## config.mk

```make
export PLATFORM = sky130hd
export DESIGN_NAME = bounded_stack_engine
export DESIGN_NICKNAME = d
export VERILOG_FILES = /design/src/sv/bse_pkg.sv /design/src/sv/bse_rsp_buffer.sv /design/src/sv/bounded_stack_engine.sv
export SDC_FILE = /design/constraint.sdc
export NUM_CORES = 2
export LEC_CHECK = 0
export BUFFER_PORTS_ARGS = -buffer_cell sky130_fd_sc_hd__buf_2
export CORE_MARGIN = 2
export CORE_UTILIZATION = 45
export CTS_BUF_LIST = sky130_fd_sc_hd__clkbuf_8 sky130_fd_sc_hd__clkbuf_16
export DETAILED_ROUTE_END_ITERATION = 12
export PLACE_DENSITY = 0.71
export SKIP_LAST_GASP = 1
export SLEW_MARGIN = 10
export SYNTH_ARGS = -nofsm -noshare
export SYNTH_HDL_FRONTEND = slang
export SYNTH_SLANG_ARGS = --single-unit
export TNS_END_PERCENT = 30
```

## constraint.sdc

```tcl
create_clock -name clock -period 9.2 [get_ports clock]
set_input_delay 0.46 -clock clock [delete_from_list [all_inputs] [get_ports clock]]
set_output_delay 0.46 -clock clock [all_outputs]
set_load 0.05 [all_outputs]
```

## src/sv/bse_pkg.sv

```systemverilog
// ----------------------------------------------------------------------------
// Bounded stack engine package
// Item types, command codes and status codes shared by the stack engine and
// its response buffer.
// ----------------------------------------------------------------------------
`default_nettype none

package bse_pkg;

   localparam int CMD_W  = 3;
   localparam int WORD_W = 32;
   localparam int POS_W  = 7;
   localparam int STAT_W = 2;
   localparam int OCC_W  = 7;

   localparam logic [CMD_W-1:0] CMD_PUSH    = 3'd0;
   localparam logic [CMD_W-1:0] CMD_POP     = 3'd1;
   localparam logic [CMD_W-1:0] CMD_PEEK    = 3'd2;
   localparam logic [CMD_W-1:0] CMD_CHANGE  = 3'd3;
   localparam logic [CMD_W-1:0] CMD_DISPLAY = 3'd4;

   localparam logic [STAT_W-1:0] STATUS_OK       = 2'd0;
   localparam logic [STAT_W-1:0] STATUS_OVERFLOW = 2'd1;
   localparam logic [STAT_W-1:0] STATUS_EMPTY    = 2'd2;
   localparam logic [STAT_W-1:0] STATUS_BAD_POS  = 2'd3;

   typedef struct packed {
      logic [CMD_W-1:0]         command;
      logic signed [WORD_W-1:0] value;
      logic [POS_W-1:0]         position;
   } req_type;

   typedef struct packed {
      logic [STAT_W-1:0]        status;
      logic signed [WORD_W-1:0] data;
      logic [OCC_W-1:0]         occupancy;
      logic                     last;
   } rsp_type;

endpackage

`default_nettype wire

```

## src/sv/bse_rsp_buffer.sv

```systemverilog
// ----------------------------------------------------------------------------
// Bounded stack engine response buffer
// Two-entry queue that decouples result generation from the response channel.
// ----------------------------------------------------------------------------
`default_nettype none

module bse_rsp_buffer (
   input  wire logic            clock,
   input  wire logic            reset,
   input  wire logic            in_valid,
   output logic                 in_ready,
   input  wire bse_pkg::rsp_type in_data,
   output logic                 out_valid,
   input  wire logic            out_ready,
   output bse_pkg::rsp_type     out_data
);
   import bse_pkg::*;

   rsp_type    head_ff, head_in;
   rsp_type    tail_ff, tail_in;
   logic [1:0] cnt_ff, cnt_in;
   logic       push, pop;

   assign in_ready  = (cnt_ff != 2'd2);
   assign out_valid = (cnt_ff != 2'd0);
   assign out_data  = head_ff;
   assign push      = in_valid && in_ready;
   assign pop       = out_valid && out_ready;

   always_comb begin
      head_in = head_ff;
      tail_in = tail_ff;
      cnt_in  = cnt_ff;
      case (cnt_ff)
         2'd0: begin
            if (push) begin
               head_in = in_data;
               cnt_in  = 2'd1;
            end
         end
         2'd1: begin
            if (push && pop) begin
               head_in = in_data;
            end else if (push) begin
               tail_in = in_data;
               cnt_in  = 2'd2;
            end else if (pop) begin
               cnt_in  = 2'd0;
            end
         end
         default: begin
            // Full: no push is possible here.
            if (pop) begin
               head_in = tail_ff;
               cnt_in  = 2'd1;
            end
         end
      endcase
   end

   always_ff @(posedge clock) begin
      if (reset) begin
         cnt_ff <= 2'd0;
      end else begin
         cnt_ff <= cnt_in;
      end
      head_ff <= head_in;
      tail_ff <= tail_in;
   end

endmodule

`default_nettype wire

```

## src/sv/bounded_stack_engine.sv

```systemverilog
// ----------------------------------------------------------------------------
// Bounded stack engine
// Last-in first-out store of signed 32-bit words with push, pop, peek,
// change-by-position and display commands.
// ----------------------------------------------------------------------------
// The stack holds up to DEPTH words in a single-port-write, single-port-read
// synchronous memory and serves one request item at a time. Push, change,
// unused command codes and every error case complete in the cycle the item
// is accepted, so such items can follow one another in consecutive cycles
// while the response queue has room. Pop and peek answer from S_READ,
// because the memory read data is registered. Display streams the words held
// from the top of the stack to the bottom, one memory read per cycle while
// the response queue has room, and marks the bottom word as last. Results
// pass through a two-entry response queue, so a stalled response channel
// holds the engine only once that queue is full. No clearing pass is needed
// after reset: only words below the occupancy count are ever read.
`default_nettype none

module bounded_stack_engine #(
   parameter int DEPTH = 64
) (
   input  wire logic             clock,
   input  wire logic             reset,
   input  wire logic             req_valid,
   output logic                  req_ready,
   input  wire bse_pkg::req_type req_data,
   output logic                  rsp_valid,
   input  wire logic             rsp_ready,
   output bse_pkg::rsp_type      rsp_data
);
   import bse_pkg::*;

   localparam int AW = $clog2(DEPTH);
   localparam int CW = $clog2(DEPTH + 1);

   // Sequencer states.
   localparam logic [1:0] S_IDLE = 2'd0;
   localparam logic [1:0] S_READ = 2'd1;
   localparam logic [1:0] S_DISP = 2'd2;

   logic [1:0]    state_ff, state_in;
   logic [CW-1:0] count_ff, count_in;
   logic [AW-1:0] disp_idx_ff, disp_idx_in;

   // Word store and its ports.
   logic signed [WORD_W-1:0] mem [DEPTH];
   logic signed [WORD_W-1:0] rd_data_ff;
   logic                     rd_en;
   logic [AW-1:0]            rd_addr;
   logic                     wr_en;
   logic [AW-1:0]            wr_addr;
   logic signed [WORD_W-1:0] wr_data;

   logic          req_fire;
   logic          res_valid;
   logic          res_ready;
   rsp_type       res;
   logic          full;
   logic          empty;
   logic [CW-1:0] top_idx;
   logic [OCC_W-1:0] count_ext;
   logic [OCC_W-1:0] change_idx;
   logic          pos_ok;
   logic          disp_last;

   assign req_ready  = (state_ff == S_IDLE) && res_ready;
   assign req_fire   = req_valid && req_ready;
   assign full       = (count_ff == CW'(DEPTH));
   assign empty      = (count_ff == '0);
   assign top_idx    = count_ff - CW'(1);
   assign count_ext  = OCC_W'(count_ff);
   // A change position counts from 1 at the top; zero and anything beyond
   // the occupancy are rejected.
   assign pos_ok     = (req_data.position != '0) && (req_data.position <= count_ext);
   assign change_idx = count_ext - req_data.position;
   assign disp_last  = (disp_idx_ff == '0);

   always_comb begin
      state_in      = state_ff;
      count_in      = count_ff;
      disp_idx_in   = disp_idx_ff;
      rd_en         = 1'b0;
      rd_addr       = top_idx[AW-1:0];
      wr_en         = 1'b0;
      wr_addr       = count_ff[AW-1:0];
      wr_data       = req_data.value;
      res_valid     = 1'b0;
      res.status    = STATUS_OK;
      res.data      = req_data.value;
      res.last      = 1'b1;

      unique case (state_ff)
         S_IDLE: begin
            if (req_fire) begin
               unique case (req_data.command)
                  CMD_PUSH: begin
                     res_valid = 1'b1;
                     if (full) begin
                        res.status = STATUS_OVERFLOW;
                        res.data   = '0;
                     end else begin
                        wr_en    = 1'b1;
                        count_in = count_ff + CW'(1);
                     end
                  end
                  CMD_POP: begin
                     if (empty) begin
                        res_valid  = 1'b1;
                        res.status = STATUS_EMPTY;
                        res.data   = '0;
                     end else begin
                        rd_en    = 1'b1;
                        count_in = top_idx;
                        state_in = S_READ;
                     end
                  end
                  CMD_PEEK: begin
                     if (empty) begin
                        res_valid  = 1'b1;
                        res.status = STATUS_EMPTY;
                        res.data   = '0;
                     end else begin
                        rd_en    = 1'b1;
                        state_in = S_READ;
                     end
                  end
                  CMD_CHANGE: begin
                     res_valid = 1'b1;
                     if (pos_ok) begin
                        wr_en   = 1'b1;
                        wr_addr = change_idx[AW-1:0];
                     end else begin
                        res.status = STATUS_BAD_POS;
                        res.data   = '0;
                     end
                  end
                  CMD_DISPLAY: begin
                     if (empty) begin
                        res_valid  = 1'b1;
                        res.status = STATUS_EMPTY;
                        res.data   = '0;
                     end else begin
                        rd_en       = 1'b1;
                        disp_idx_in = top_idx[AW-1:0];
                        state_in    = S_DISP;
                     end
                  end
                  default: begin
                     // Unused command codes are consumed without a result.
                  end
               endcase
            end
         end
         S_READ: begin
            // The read data register holds until the queue has room.
            if (res_ready) begin
               res_valid = 1'b1;
               res.data  = rd_data_ff;
               state_in  = S_IDLE;
            end
         end
         S_DISP: begin
            if (res_ready) begin
               res_valid = 1'b1;
               res.data  = rd_data_ff;
               res.last  = disp_last;
               if (disp_last) begin
                  state_in = S_IDLE;
               end else begin
                  rd_en       = 1'b1;
                  rd_addr     = disp_idx_ff - AW'(1);
                  disp_idx_in = disp_idx_ff - AW'(1);
               end
            end
         end
         default: begin
            state_in = S_IDLE;
         end
      endcase

      // Occupancy always reports the count after this step.
      res.occupancy = OCC_W'(count_in);
   end

   always_ff @(posedge clock) begin
      if (reset) begin
         state_ff <= S_IDLE;
         count_ff <= '0;
      end else begin
         state_ff <= state_in;
         count_ff <= count_in;
      end
      disp_idx_ff <= disp_idx_in;
   end

   // A write and a read never happen in the same cycle: writes are issued only
   // for accepted push and change items, reads only for pop, peek and display.
   always_ff @(posedge clock) begin
      if (wr_en) begin
         mem[wr_addr] <= wr_data;
      end
      if (rd_en) begin
         rd_data_ff <= mem[rd_addr];
      end
   end

   bse_rsp_buffer u_rsp_buffer (
      .clock     (clock),
      .reset     (reset),
      .in_valid  (res_valid),
      .in_ready  (res_ready),
      .in_data   (res),
      .out_valid (rsp_valid),
      .out_ready (rsp_ready),
      .out_data  (rsp_data)
   );

   // The occupancy never exceeds the capacity.
   assert property (@(posedge clock) disable iff (reset) count_ff <= CW'(DEPTH))
      else $error("stack occupancy beyond capacity");

   // A result is only produced when the response queue can take it.
   assert property (@(posedge clock) disable iff (reset) res_valid |-> res_ready)
      else $error("result produced while response queue full");

   // A successful push raises the occupancy by one.
   assert property (@(posedge clock) disable iff (reset)
      (req_fire && req_data.command == CMD_PUSH && !full)
      |=> (count_ff == $past(count_ff) + CW'(1)))
      else $error("push did not raise occupancy");

   // A successful pop lowers the occupancy by one and waits for its read.
   assert property (@(posedge clock) disable iff (reset)
      (req_fire && req_data.command == CMD_POP && !empty)
      |=> (count_ff == $past(count_ff) - CW'(1)) && (state_ff == S_READ))
      else $error("pop did not lower occupancy");

endmodule

`default_nettype wire

```

# --- After elaboration in Yosys (flattened, before gate mapping) ---
# Memory sizes are Yosys's and may differ from the RTL's. A register that Yosys moved wholly into a read port is not among the register bits.
# Index checks and enable logic that the tools add are counted.
word_totals:
  register_bits: 101
  ram_bits: 2048
  out_inout_bits: 44
  word_cells: 130
  n_memories: 1
mem_list:
  columns: ["name", "words", "width", "rd", "rd_clocked_by_memory_dff", "wr", "line_no", "text"]
  rows:
  - ["mem", 64, 32, 1, 1, 1, "bounded_stack_engine.sv:46", "logic signed [WORD_W-1:0] mem [DEPTH];"]
op_classes:
  n_addsub: 4
  order_cmp: 1
  eq_ne: 23
  muxes: 64
  bitwise: 1
  reduce_logical: 24
ops:
  columns: ["op", "count"]
  rows:
  - ["42-bit 2-to-1 mux", 3]
  - ["34-bit 2-to-1 mux", 3]
  - ["34-bit one-hot mux with 3 select lines", 1]
  - ["42-bit one-hot mux with 2 select lines", 1]
  - ["6-bit 2-to-1 mux", 12]
  - ["32-bit one-hot mux with 2 select lines", 1]
  - ["33-bit 2-to-1 mux", 1]
  - ["32-bit 2-to-1 mux", 1]
  - ["7-bit 2-to-1 mux", 4]
  - ["2-bit 2-to-1 mux", 12]
  - ["1-bit 2-to-1 mux", 16]
  - ["2-bit inequality test, second input constant", 8]
  - ["7-bit one-hot mux with 2 select lines", 1]
  - ["6-bit one-hot mux with 2 select lines", 1]
  - ["1-bit one-hot mux with 2 select lines", 4]
  - ["2-bit one-hot mux with 2 select lines", 2]
  - ["7-bit by 1-bit adder with 7-bit output, second input constant", 1]
  - ["7-bit == test, second input constant", 1]
  - ["7-bit <= comparator", 1]
  - ["7-bit logical NOT", 1]
  - ["7-bit AND reduction", 1]
  - ["7-bit nonzero test", 1]
  - ["7-bit by 1-bit subtractor with 7-bit output, second input constant", 1]
  - ["3-bit by 2-bit == test with 1-bit output, second input constant", 2]
  - ["other kinds (23)", 37]

# --- Longest topological paths before layout ---
logic_depth:
  word_depth: 9
  depth_mapped: 16
  mapped_depth_nobuf: 11

# --- Cells and area by module ---
# A second synthesis with hierarchy kept.
hier_totals:
  cells_unflattened: 5798
  hier_area_um2: 85472.0
modules_own_cells:
  columns: ["mod", "n_inst", "cells_each", "area_per_inst_um2"]
  rows:
  - ["bounded_stack_engine", 1, 5651, 82245.1]
  - ["bse_rsp_buffer", 1, 147, 3226.8]

# --- Least setup slack after synthesis ---
# Ideal clock, no wire load.
synth_path:
  path_type: "register to register"
  start: "reg count_ff[5] (netlist: count_ext[5])"
  end: "mem mem[58][0] (enable)"
  setup_ns: 0.461
  t_arrival_ns: 4.946
  required_ns: 8.739
  path_slack_ns: 3.793
  path_stages_with_launch: 12
  path_buffers: 2
  path_cell_list: "dfxtp_1 clkbuf_1 inv_1 ha_1 nand4_1 or3_1 o31ai_2 nand4_1 o32a_1 or2_2 clkbuf_1 nor3_1"
synth_via:
  elab_chain_cells: 8
  elab_cells_between_ends: 15
  cone_classes: "add/sub: 1; order compare: 1; eq/ne: 1; mux: 11; reduce/logical: 1"
synth_lines:
  columns: ["element", "line_no", "text"]
  rows:
  - ["from (decl)", "bounded_stack_engine.sv:42", "logic [CW-1:0] count_ff, count_in;"]
  - ["from (signal assigned)", "bounded_stack_engine.sv:191", "count_ff <= count_in;"]
  - ["7-bit <= comparator", "bounded_stack_engine.sv:74", "assign pos_ok = (req_data.position != '0) && (req_data.position <= count_ext);"]
  - ["1-bit logical AND", "bounded_stack_engine.sv:74", null]
  - ["1-bit 2-to-1 mux", "bounded_stack_engine.sv:129", "if (pos_ok) begin"]
  - ["1-bit one-hot mux with 2 select lines", "bounded_stack_engine.sv:95", "unique case (req_data.command)"]
  - ["1-bit 2-to-1 mux", "bounded_stack_engine.sv:94", "if (req_fire) begin"]
  - ["1-bit 2-to-1 mux", "bounded_stack_engine.sv:92", "unique case (state_ff)"]
  - ["1-bit 2-to-1 mux", "bounded_stack_engine.sv:199", "if (wr_en) begin"]
  - ["1-bit 2-to-1 mux (implied by the code)", "bounded_stack_engine.sv:200", "mem[wr_addr] <= wr_data;"]
  - ["to (decl)", "bounded_stack_engine.sv:46", null]
# Several ways; a longest one is shown, not always the timed one.

# --- Worst setup path in the final report ---
layout_path:
  start: "reg state_ff[0]"
  end: "reg rd_data_ff[7] (read register of mem), data pin"
layout_via:
  elab_chain_cells: 5
  elab_cells_between_ends: 7
  cone_classes: "eq/ne: 1; mux: 3; reduce/logical: 3"
layout_lines:
  columns: ["element", "line_no", "text"]
  rows:
  - ["from (decl)", "bounded_stack_engine.sv:41", "logic [1:0] state_ff, state_in;"]
  - ["from (signal assigned)", "bounded_stack_engine.sv:190", "state_ff <= state_in;"]
  - ["2-bit logical NOT", "bounded_stack_engine.sv:66, bounded_stack_engine.sv:92", null]
  - ["1-bit logical AND", "bounded_stack_engine.sv:66", "assign req_ready = (state_ff == S_IDLE) && res_ready;"]
  - ["1-bit logical AND", "bounded_stack_engine.sv:67", "assign req_fire = req_valid && req_ready;"]
  - ["1-bit 2-to-1 mux", "bounded_stack_engine.sv:94", null]
  - ["1-bit one-hot mux with 2 select lines", "bounded_stack_engine.sv:92", null]
  - ["to (decl)", "bounded_stack_engine.sv:47", "logic signed [WORD_W-1:0] rd_data_ff;"]
# Several ways; a longest one is shown, not always the timed one.
# A chain may end at the register's enable or synchronous reset.

==> results.sh <==
export IMPL_drt_pre_antenna_iters=6
export IMPL_vdd_drop_max_uv=225.4
export IMPL_wl_per_cell_um=28.23
export IMPL_seq_area_frac_synth=0.7526
export IMPL_final_nets=5830
export IMPL_cp_end_kind="flip-flop"
export IMPL_clockRootBuffer="clkbuf_16"
export IMPL_finalSetupViolCount=0
export IMPL_grt_pass1_wl_um=343600
export IMPL_final_setup_tns_ps=0
export IMPL_finalWirelength_um=238900
export IMPL_cts_buffer_depth=3
export IMPL_p_per_area_nw_per_um2=222.2
export IMPL_pin_count=90
export IMPL_reg2reg_slack_ps=3340
export IMPL_worst_slew_pin_slew_ps=1295
export IMPL_p_leak_nw=33.50
export IMPL_final_cell_mix="edfxtp_1 (2170), a22oi_1 (707), nand2_1 (669)"
export IMPL_synth_cell_types=75
export IMPL_h_tree_depth=4
export IMPL_grt_max_degree=137
export IMPL_grt_setup_unrepaired="false"
export IMPL_synth_seq_cells=2181
export IMPL_clkTransAtPathRegs_ps=60
export IMPL_num_vias=52150
export IMPL_chipWidth_um=443.4
export IMPL_cts_made_buffers=209
export IMPL_syn_num_nets=5745
export IMPL_grt_ovfl_total=0
export IMPL_core_area_um2=192200
export IMPL_syn_inst=5679
export IMPL_die_h_um=443.4
export IMPL_std_cell_rows=161
export IMPL_ys_warnings_count=0
export IMPL_gp_congestion=0.9049
export IMPL_clock_sinks=2181
export IMPL_grt_usage=0.2367
export IMPL_start_util=0.4521
export IMPL_finalMaxSlewViolations=0
export IMPL_dpl_worst_slack_ps=3389
export IMPL_period_minus_slack_ps=5864
export IMPL_finalHoldViolCount=0
export IMPL_drc=0
export IMPL_slew_limit_headroom=0.1367
export IMPL_crit_required_ps=9800
export IMPL_insertion_delay_ps=860
export IMPL_cap_violations=0
export IMPL_drive_gt1_frac=0.1127
export IMPL_area_growth_pct=11.99
export IMPL_synthesis_area_um2=86880
export IMPL_fmax_mhz=170.5
export IMPL_via_per_inst=6.163
export IMPL_final_common_cell="edfxtp_1"
export IMPL_min_path_type="input port to flip-flop"
export IMPL_fin_ws_ps=3336
export IMPL_arrival_ps=6460
export IMPL_synth_edf_count=2170
export IMPL_synth_area_per_cell_um2=15.30
export IMPL_cts_tree="done"
export IMPL_die_area_um2=196600
export IMPL_period_share=0.6374
export IMPL_skew_ps=53.48
export IMPL_port_buffers=89
export IMPL_critical_path_class="flip-flop to flip-flop"
export IMPL_status="finished, final reports clean"
export IMPL_cp_start_kind="flip-flop"
export IMPL_grt_pass1_vias=48920
export IMPL_fillers=15520
export IMPL_drt_iter0_drc=7974
export IMPL_antenna_left=0
export IMPL_dp_hpwl_um=132800
export IMPL_synthArstFlopShare=0
export IMPL_path_max_fanout=65
export IMPL_yosys_most_used_dff="edfxtp_1"
export IMPL_antenna_found_initial=17
[report_power, final]
group | internal [W] | leakage [nW] | switching [W]
Combinational | 0.000619 | 10.5 | 0.00168
Sequential | 0.0111 | 19.6 | 0.0000358
Clock | 0.00452 | 3.39 | 0.00369
Total | 0.0162 | 33.5 | 0.00541
[logic make-up after synthesis]
family | after synthesis | share of synthesized area
AOI/OAI and AO/OA | 1456 | 0.1090
xor gates and xnor gates | 10 | 0.001008
adders and majority gates | 20 | 0.002967
buffers and inverters | 451 | 0.02407
DFF | 2181 | 0.7526
muxes | 468 | 0.05419
and+or+nand+nor | 1093 | 0.05617
[metal layers]
metal	GRT usage	vias up	part of all wire
met5	0	-	0.00033
met4	0.07032	12	0.030
met3	0.05962	381	0.12
met2	0.3570	3131	0.45
met1	0.3398	26290	0.40
li1	-	22330	-
[what timing repair did]
action / 4_1_cts / 5_1_grt
hold buffers: 3 / 0
setup buffers: 0 / 0
endpoints found under the hold margin: 9 / 0
gates resized for setup: 0 / 0
endpoints found under the setup margin: 0 / 0
[worst max-delay path: stages (launching register included)]
cell and delay (ps):
dfxtp_1 340, inv_1 90, ha_1 390, inv_2 150, a211oi_2 430, inv_2 260
a21oi_4 800, buf_4 820, buf_4 630, mux2i_1 260, a22oi_1 110, a22oi_1 330
nand4_1 510, or2_1 390
[registers in the layout, indices dropped and copies added, names as in the netlist]
signal                 count
u_rsp_buffer.tail_ff      42
rd_data_ff                32
mem                     2048
u_rsp_buffer.cnt_ff        2
u_rsp_buffer.out_data     42
disp_idx_ff                6
state_ff                   2
count_ext                  7
[cells in the mapped netlist (33+ instances only)]
cell      instances  area (um2)
nand3_1          76       380.4
mux2i_1         458        4584
clkbuf_1        204       765.7
nand4_1          68       425.4
nor2_1          114       427.9
buf_2            99       495.5
nand2_1         669        2511
buf_4            42       315.3
nand2b_1         43       269.0
a22oi_1         707        5308
a21oi_1         628        3143
edfxtp_1       2170       65160
inv_1            62       232.7
or2_1            33       206.5
[metrics by stage]
| stage | area [um2] | util | total power [W] | hold slack [ps] | instances |
|---|---|---|---|---|---|
| after floorplan | 86880 | - | 0.01275 | 464.7 | 5679 |
| after global placement | 90540 | 0.4711 | 0.01354 | 492.9 | 8066 |
| final | 97290 | 0.5063 | 0.02162 | 56.15 | 8462 |
| after detailed placement | 90660 | 0.4717 | 0.01358 | 494.8 | 8072 |
| after CTS | 97200 | 0.5058 | 0.02164 | 10.77 | 8457 |
| after global routing | 97290 | 0.5063 | 0.02220 | 36.02 | 8461 |
[layout make-up]
cell class | instances | area [um2] | share of cell area
clock inverters | 171 | 1230 | 0.01264
inverters | 64 | 240.2 | 0.002469
clock buffers | 211 | 5280 | 0.05427
repair buffers | 261 | 1997 | 0.02052
flip-flops and latches | 2181 | 65380 | 0.6720
multi-input cells | 3047 | 20000 | 0.2056
diodes | 1 | 2.502 | 0.00002572
well taps | 2526 | 3161 | 0.03248
[path summary, 6_finish.rpt]
kind | startpoint | endpoint | depth (start not counted)
max reg2reg | state_ff[0]$_SDFFE_PP0P_ | rd_data_ff[7]$_DFFE_PP_ | 13
max | state_ff[0]$_SDFFE_PP0P_ | rd_data_ff[7]$_DFFE_PP_ | 13
min reg2reg | state_ff[0]$_SDFFE_PP0P_ | state_ff[0]$_SDFFE_PP0P_ | 2
min | req_data[31] | mem[46][24]$_DFFE_PP_ | 1
(Power assumes the default switching activity.)
